$ cat src/mre_pkg.sv
// shared types and constants for the mips r-type execute block
// no dependencies
`timescale 1ns / 1ps
`default_nettype none

package mre_pkg;

    localparam int unsigned DATA_W = 32;
    localparam int unsigned IDX_W  = 5;
    localparam int unsigned REG_N  = 32;
    localparam int unsigned CMD_W  = 2;

    localparam logic [DATA_W-1:0] PC_STEP = 32'd4;

    typedef enum logic [CMD_W-1:0] {
        CMD_EXEC   = 2'd0,
        CMD_LOAD   = 2'd1,
        CMD_SET_PC = 2'd2
    } cmd_t;

    localparam logic [5:0] FN_SLL  = 6'h00;
    localparam logic [5:0] FN_SRL  = 6'h02;
    localparam logic [5:0] FN_JR   = 6'h08;
    localparam logic [5:0] FN_ADD  = 6'h20;
    localparam logic [5:0] FN_ADDU = 6'h21;
    localparam logic [5:0] FN_SUB  = 6'h22;
    localparam logic [5:0] FN_SUBU = 6'h23;
    localparam logic [5:0] FN_AND  = 6'h24;
    localparam logic [5:0] FN_SLT  = 6'h2a;
    localparam logic [5:0] FN_SLTU = 6'h2b;

    typedef struct packed {
        logic [CMD_W-1:0]  command;
        logic [DATA_W-1:0] instruction;
        logic [IDX_W-1:0]  reg_index;
        logic [DATA_W-1:0] load_value;
    } req_t;

    typedef struct packed {
        logic [DATA_W-1:0] pc_out;
        logic [IDX_W-1:0]  dest_index;
        logic [DATA_W-1:0] dest_value;
        logic              dest_written;
        logic              overflow;
        logic              unknown_funct;
    } rsp_t;

    // register file write port
    typedef struct packed {
        logic              en;
        logic [IDX_W-1:0]  idx;
        logic [DATA_W-1:0] data;
    } wr_req_t;

endpackage

`default_nettype wire

$ cat src/mre_regfile.sv
// 32 x 32 register file: synchronous memory, one write and two read ports
// uses mre_pkg
`timescale 1ns / 1ps
`default_nettype none

module mre_regfile (
    input  wire logic                       clk,
    input  wire logic                       rst_n,
    input  wire logic                       rd_en,
    input  wire logic [mre_pkg::IDX_W-1:0]  rd_a_idx,
    input  wire logic [mre_pkg::IDX_W-1:0]  rd_b_idx,
    output logic      [mre_pkg::DATA_W-1:0] rd_a_data,
    output logic      [mre_pkg::DATA_W-1:0] rd_b_data,
    input  wire mre_pkg::wr_req_t           wr
);

    logic [mre_pkg::DATA_W-1:0] mem [mre_pkg::REG_N];
    logic [mre_pkg::REG_N-1:0]  valid_reg;
    logic [mre_pkg::DATA_W-1:0] rd_a_reg;
    logic [mre_pkg::DATA_W-1:0] rd_b_reg;
    logic                       rd_a_ok_reg;
    logic                       rd_b_ok_reg;

    always_ff @(posedge clk)
    begin
        if (wr.en)
        begin
            mem[wr.idx] <= wr.data;
        end
        if (rd_en)
        begin
            rd_a_reg <= mem[rd_a_idx];
            rd_b_reg <= mem[rd_b_idx];
        end
    end

    // valid bits stand in for the reset contents; entry zero is never written
    always_ff @(posedge clk or negedge rst_n)
    begin
        if (!rst_n)
        begin
            valid_reg   <= '0;
            rd_a_ok_reg <= 1'b0;
            rd_b_ok_reg <= 1'b0;
        end
        else
        begin
            if (wr.en)
            begin
                valid_reg[wr.idx] <= 1'b1;
            end
            if (rd_en)
            begin
                rd_a_ok_reg <= valid_reg[rd_a_idx];
                rd_b_ok_reg <= valid_reg[rd_b_idx];
            end
        end
    end

    assign rd_a_data = rd_a_ok_reg ? rd_a_reg : '0;
    assign rd_b_data = rd_b_ok_reg ? rd_b_reg : '0;

endmodule

`default_nettype wire

$ cat src/mre_alu.sv
// execute logic: decodes one request, computes result, write-back and next pc
// uses mre_pkg
`timescale 1ns / 1ps
`default_nettype none

module mre_alu (
    input  wire mre_pkg::req_t              req,
    input  wire logic [mre_pkg::DATA_W-1:0] opa,
    input  wire logic [mre_pkg::DATA_W-1:0] opb,
    input  wire logic [mre_pkg::DATA_W-1:0] pc,
    output mre_pkg::rsp_t                   rsp,
    output mre_pkg::wr_req_t                wr,
    output logic      [mre_pkg::DATA_W-1:0] pc_next
);

    logic [5:0]                  funct;
    logic [4:0]                  shamt;
    logic [mre_pkg::IDX_W-1:0]   rd;
    logic [mre_pkg::DATA_W-1:0]  sum;
    logic [mre_pkg::DATA_W-1:0]  diff;
    logic [mre_pkg::DATA_W-1:0]  res;
    logic                        has_res;
    logic                        ovf;
    logic                        unk;

    assign funct = req.instruction[5:0];
    assign shamt = req.instruction[10:6];
    assign rd    = req.instruction[15:11];
    assign sum   = opa + opb;
    assign diff  = opa - opb;

    always_comb
    begin
        res     = '0;
        has_res = 1'b1;
        ovf     = 1'b0;
        unk     = 1'b0;
        pc_next = pc + mre_pkg::PC_STEP;
        case (funct)
            mre_pkg::FN_ADD:
            begin
                res = sum;
                ovf = (opa[31] ^ sum[31]) & (opb[31] ^ sum[31]);
            end
            mre_pkg::FN_ADDU: res = sum;
            mre_pkg::FN_AND:  res = opa & opb;
            mre_pkg::FN_JR:
            begin
                has_res = 1'b0;
                pc_next = opa;
            end
            mre_pkg::FN_SLT:
                res = {31'd0, ($signed(opa) < $signed(opb))};
            mre_pkg::FN_SLTU: res = {31'd0, (opa < opb)};
            mre_pkg::FN_SLL:  res = opb << shamt;
            mre_pkg::FN_SRL:  res = opb >> shamt;
            mre_pkg::FN_SUB,
            mre_pkg::FN_SUBU: res = diff;
            default:
            begin
                has_res = 1'b0;
                unk     = 1'b1;
            end
        endcase

        rsp = '0;
        wr  = '0;
        case (mre_pkg::cmd_t'(req.command))
            mre_pkg::CMD_EXEC:
            begin
                rsp.dest_index    = rd;
                rsp.dest_value    = has_res ? res : '0;
                rsp.overflow      = ovf;
                rsp.unknown_funct = unk;
                wr.en             = has_res && (rd != '0);
                wr.idx            = rd;
                wr.data           = res;
            end
            mre_pkg::CMD_LOAD:
            begin
                pc_next        = pc;
                rsp.dest_index = req.reg_index;
                rsp.dest_value = req.load_value;
                wr.en          = (req.reg_index != '0);
                wr.idx         = req.reg_index;
                wr.data        = req.load_value;
            end
            mre_pkg::CMD_SET_PC:
            begin
                pc_next = req.load_value;
            end
            default:
            begin
                pc_next = pc;
            end
        endcase
        rsp.dest_written = wr.en;
        rsp.pc_out       = pc_next;
    end

endmodule

`default_nettype wire

$ cat src/mips_rtype_execute.sv
// top level of the mips r-type execute block: pipeline control, pc, forwarding
// uses mre_pkg, mre_regfile, mre_alu
`timescale 1ns / 1ps
`default_nettype none

// Executes one request per clock while responses are taken: an R-format
// instruction, a direct register load, or a program counter set, and returns
// one response per request in order. Two stages: the accept edge issues both
// register reads (rs, rt) to the synchronous register file; the edge at which
// the execute stage fires executes, writes back and loads the response
// register. A new request may be accepted every cycle while the response
// register is free or draining. The write made by the request just ahead is
// forwarded to the reads of the following one, since its memory read can
// happen on the same edge as that write. The register file resets to zero
// through per-entry valid bits, so there is no clearing pass and the block
// takes requests right after reset. While a response waits, one more request
// can enter the execute stage; after that cmd_ready stays low until the
// response is taken. cmd_ready follows rsp_ready in the same cycle when the
// execute stage is occupied and a response is waiting.

module mips_rtype_execute (
    input  wire logic           clk,
    input  wire logic           rst_n,
    input  wire logic           cmd_valid,
    output logic                cmd_ready,
    input  wire mre_pkg::req_t  cmd_data,
    output logic                rsp_valid,
    input  wire logic           rsp_ready,
    output mre_pkg::rsp_t       rsp_data
);

    logic                          s1_valid_reg;
    mre_pkg::req_t                 s1_req_reg;
    logic [mre_pkg::DATA_W-1:0]    pc_reg;
    mre_pkg::wr_req_t              fwd_reg;
    logic                          rsp_valid_reg;
    mre_pkg::rsp_t                 rsp_data_reg;

    logic                          accept;
    logic                          s1_fire;
    logic [mre_pkg::DATA_W-1:0]    rd_a_data;
    logic [mre_pkg::DATA_W-1:0]    rd_b_data;
    logic [mre_pkg::DATA_W-1:0]    opa;
    logic [mre_pkg::DATA_W-1:0]    opb;
    logic [mre_pkg::IDX_W-1:0]     rs_idx;
    logic [mre_pkg::IDX_W-1:0]     rt_idx;
    mre_pkg::rsp_t                 alu_rsp;
    mre_pkg::wr_req_t              alu_wr;
    mre_pkg::wr_req_t              wr;
    logic [mre_pkg::DATA_W-1:0]    pc_next;

    // execute stage moves on whenever the response register is free or draining
    assign s1_fire   = s1_valid_reg && (!rsp_valid_reg || rsp_ready);
    assign cmd_ready = !s1_valid_reg || s1_fire;
    assign accept    = cmd_valid && cmd_ready;

    mre_regfile u_regfile (
        .clk       (clk),
        .rst_n     (rst_n),
        .rd_en     (accept),
        .rd_a_idx  (cmd_data.instruction[25:21]),
        .rd_b_idx  (cmd_data.instruction[20:16]),
        .rd_a_data (rd_a_data),
        .rd_b_data (rd_b_data),
        .wr        (wr)
    );

    // operand forwarding from the most recent write-back
    assign rs_idx = s1_req_reg.instruction[25:21];
    assign rt_idx = s1_req_reg.instruction[20:16];
    assign opa = (fwd_reg.en && fwd_reg.idx == rs_idx) ? fwd_reg.data : rd_a_data;
    assign opb = (fwd_reg.en && fwd_reg.idx == rt_idx) ? fwd_reg.data : rd_b_data;

    mre_alu u_alu (
        .req     (s1_req_reg),
        .opa     (opa),
        .opb     (opb),
        .pc      (pc_reg),
        .rsp     (alu_rsp),
        .wr      (alu_wr),
        .pc_next (pc_next)
    );

    // write only when the execute stage actually retires
    always_comb
    begin
        wr    = alu_wr;
        wr.en = alu_wr.en && s1_fire;
    end

    // request payload held in the execute stage, and the response payload on retire
    always_ff @(posedge clk)
    begin
        if (accept)
        begin
            s1_req_reg <= cmd_data;
        end
        if (s1_fire)
        begin
            rsp_data_reg <= alu_rsp;
        end
    end

    always_ff @(posedge clk or negedge rst_n)
    begin
        if (!rst_n)
        begin
            s1_valid_reg  <= 1'b0;
            pc_reg        <= '0;
            fwd_reg       <= '0;
            rsp_valid_reg <= 1'b0;
        end
        else
        begin
            if (accept)
            begin
                s1_valid_reg <= 1'b1;
            end
            else if (s1_fire)
            begin
                s1_valid_reg <= 1'b0;
            end

            // forward record holds the last retired write until the next retire
            if (s1_fire)
            begin
                pc_reg  <= pc_next;
                fwd_reg <= alu_wr;
            end

            if (s1_fire)
            begin
                rsp_valid_reg <= 1'b1;
            end
            else if (rsp_ready)
            begin
                rsp_valid_reg <= 1'b0;
            end
        end
    end

    assign rsp_valid = rsp_valid_reg;
    assign rsp_data  = rsp_data_reg;

endmodule

`default_nettype wire
$ cat config.mk
export PLATFORM = sky130hd
export DESIGN_NAME = mips_rtype_execute
export DESIGN_NICKNAME = d
export VERILOG_FILES = /design/src/mre_pkg.sv /design/src/mre_regfile.sv /design/src/mre_alu.sv /design/src/mips_rtype_execute.sv
export SDC_FILE = /design/constraint.sdc
export NUM_CORES = 2
export LEC_CHECK = 0
export ABC_AREA = 1
export BUFFER_PORTS_ARGS = -buffer_cell sky130_fd_sc_hd__buf_2
export CORE_MARGIN = 2
export CORE_UTILIZATION = 35
export DETAILED_ROUTE_END_ITERATION = 12
export PLACE_DENSITY_LB_ADDON = 0.12
export SYNTH_ARGS = -nofsm -noshare
export SYNTH_HDL_FRONTEND = slang
export SYNTH_SLANG_ARGS = --single-unit
$ cat constraint.sdc
create_clock -name clk -period 13.3 [get_ports clk]
set_input_delay 0.665 -clock clk [delete_from_list [all_inputs] [get_ports clk]]
set_output_delay 0.665 -clock clk [all_outputs]
set_load 0.03 [all_outputs]
==> impl_metrics.tcl <==
set metrics [dict create \
    status "finished clean" \
    cts_tree "yes" \
    fin_worst_skew_ns 0.0341 \
    io_buffers 142 \
    dp_hpwl_um 182000 \
    grt.met2_usage 0.453 \
    post_cts_buffers 0 \
    synth_cell_types 60 \
    end_kind "flop" \
    post-route-period-util 0.484 \
    vdd_drop_max_v 0.000104 \
    cts-root-buf "clkbuf_16" \
    track_usage 0.292 \
    grt_pass1_vias 60500 \
    required_ns 13.57 \
    fin_ws_ns 6.86 \
    avgSynthCellArea_um2 9.24 \
    startpoint_type "flop" \
    place_inst 9965 \
    fp.dieH_um 451 \
    yosysWarnings 0 \
    cts_buffers 154 \
    drt-pass1-iter-count 6 \
    route.detailed.vias_per_inst 6.18 \
    cts_buffer_depth 3 \
    ctsResizeCount 0 \
    regArea_mm2 0.0394 \
    finish.utilization 0.396 \
    use_met1 0.394 \
    synth.most_common_cell "nor2_1" \
    antenna_found_initial 7 \
    clk_latency_ns 0.83 \
    clock-sinks 1331 \
    ys_seq_area_frac 0.564 \
    nets 7659 \
    worstPathCellList "xor2_1 > a21oi_1 > nand3_2 > buf_4 > clkinv_1 > nand2_1 > nand2_1 > ha_1 > inv_1 > a21o_1 > a21oi_1 > nand2_1 > nand2_1 > nand4_1 > nand2_1 > nand2_1 > o21ai_0 > nand3_1 > nand2_1 > nand2_1" \
    crit_top_cell "nand2_1" \
    grt-busiest-layer "met2" \
    hp-class "primary input to flop" \
    worst_pin_slew_ns 1.17 \
    overflow 0 \
    pre_cts_slack_ns 6.99 \
    synthCells 7578 \
    ys.flop_type "edfxtp_1" \
    pin_count 149 \
    final_cells 10300 \
    place.gp.congestion 1.04 \
    fp.dieArea_mm2 0.204 \
    met3_usage 0.0462 \
    async_flop_share 0.0796 \
    fillers 19400 \
    yosys.area.top_type "edfxtp_1" \
    hold_violations 0 \
    power_density_mw_per_mm2 142 \
    crit_fanout 55 \
    multi_input_area_mm2 0.0275 \
    ant_nets 0 \
    clk_pin_slew_ns 0.06 \
    grt_pass1_wl_um 433000 \
    maxCapViolCount 0 \
    crit_arrival_ns 6.71 \
    ys_seq_elements 1331 \
    critical_path_class "flop to flop" \
    drc 0 \
    setup_viol_count_final 0 \
    wl_um 307000 \
    drt_iter0_drc 8945 \
    cts_max_level 4 \
    wl_per_cell_um 29.8 \
    vias 63600 \
    coreArea_mm2 0.199 \
    rows 164 \
    fmax_ghz 0.155 \
    rsz0062_at_grt "false" \
    syn_area_mm2 0.0700 \
    yosys-top-cells-count "1292 x nor2_1, 1237 x o21ai_0, 1225 x edfxtp_1" \
    synth_top_area_frac 0.526 \
    slowest_stage "clkinv_1" \
    largest_reg_flops 1024 \
    syn_to_final_growth_pct 12.7 \
    initial_core_util 0.351 \
    fin_setup_tns_ns 0 \
    fin_crit_ns 6.44 \
    die_w_um 451 \
    whs_ns 0.0618 \
    max_slew_margin 0.216 \
    crit_path_max_incr_delay_ns 0.70 \
    drive_above_1_share 0.0815 \
    grt_max_degree 177 \
    postCtsHoldBufs 52 \
    cellLeakagePower_nw 28.1 \
    synthTopCellsByArea "edfxtp_1 53%, o21ai_0 8.8%, nor2_1 6.9%" \
    slew_violations 0 \
    synth_edf_count 1225 \
]
==> routing by layer <==
| layer | part of all wire | vias to the layer above | routed length (um) |
|---|---|---|---|
| met5 | 0.000042 | - | 13 |
| met4 | 0.055 | 2 | 16800 |
| met3 | 0.086 | 773 | 26400 |
| met2 | 0.45 | 3746 | 137000 |
| met1 | 0.41 | 31700 | 126000 |
| li1 | - | 27400 | - |
==> cell families after synthesis <==
logic type | share of synthesized area
AOI/OAI and AO/OA | 0.190
adders and majority gates | 0.0122
and+or+nand+nor | 0.182
xor gates and xnor gates | 0.00238
DFF | 0.564
buffers and inverters | 0.0493
other | 0.0000536
==> metrics by stage <==
stage,power [mW],instance area [um2]
2_1_floorplan,6.22,70100
4_1_cts,11.2,78900
3_5_place_dp,7.00,73400
3_3_place_gp,6.99,73400
5_1_grt,11.6,78900
6_report,11.2,78900
==> where the power goes <==
part	internal (mW)	switching (mW)	total [mW]	leakage (nW)
Clock	2.46	1.79	4.24	2.44
Combinational	0.514	1.53	2.05	13.0
Sequential	4.79	0.147	4.93	12.7
Total	7.76	3.47	11.2	28.1
==> worst paths after layout <==
check	depth (start not counted)	endpoint	slack [ns]	from
hold reg to reg	0	u_regfile.valid_reg[0]	0.43	u_regfile.valid_reg[0]
max in group asynchronous	3	u_regfile.rd_a_ok_reg	11.36	rst_n
hold / removal	1	s1_req_reg[15]	0.06	cmd_data[15]
min in group asynchronous	2	pc_reg[0]	0.48	rst_n
setup reg to reg	20	u_regfile.mem[31][23]	6.86	fwd_reg[33]
setup / recovery	20	u_regfile.mem[31][23]	6.86	fwd_reg[33]
==> layout by cell type (no fill, tap or decap), types with 134 or more instances in the layout <==
cell / Yosys / layout
a21oi_1: 193 / 193
buf_2: 40 / 134
buf_4: 10 / 139
clkbuf_16: 0 / 160
edfxtp_1: 1225 / 1225
inv_1: 282 / 275
nand2_1: 973 / 971
nand3_1: 640 / 639
nor2_1: 1292 / 1259
o21ai_0: 1237 / 1234
o221ai_1: 405 / 405
==> critical path, delay by kind of cell, from the launching register on <==
kind	cells	cell delay (ns)
simple gates	11	2.32
buf+inv	3	1.31
compound gates	4	1.07
fa+ha+maj	1	0.51
flops	1	0.40
xor+xnor	1	0.22
==> final cells by class <==
class	count	area share
well taps	2656	0.0421
diodes	3	0.0000952
repair buffers	337	0.0309
multi-input cells	5385	0.348
clock inverters	77	0.0100
flip-flops and latches	1331	0.500
inverters	308	0.0154
clock buffers	196	0.0530
No activity file was read; power rests on OpenSTA's default activity.
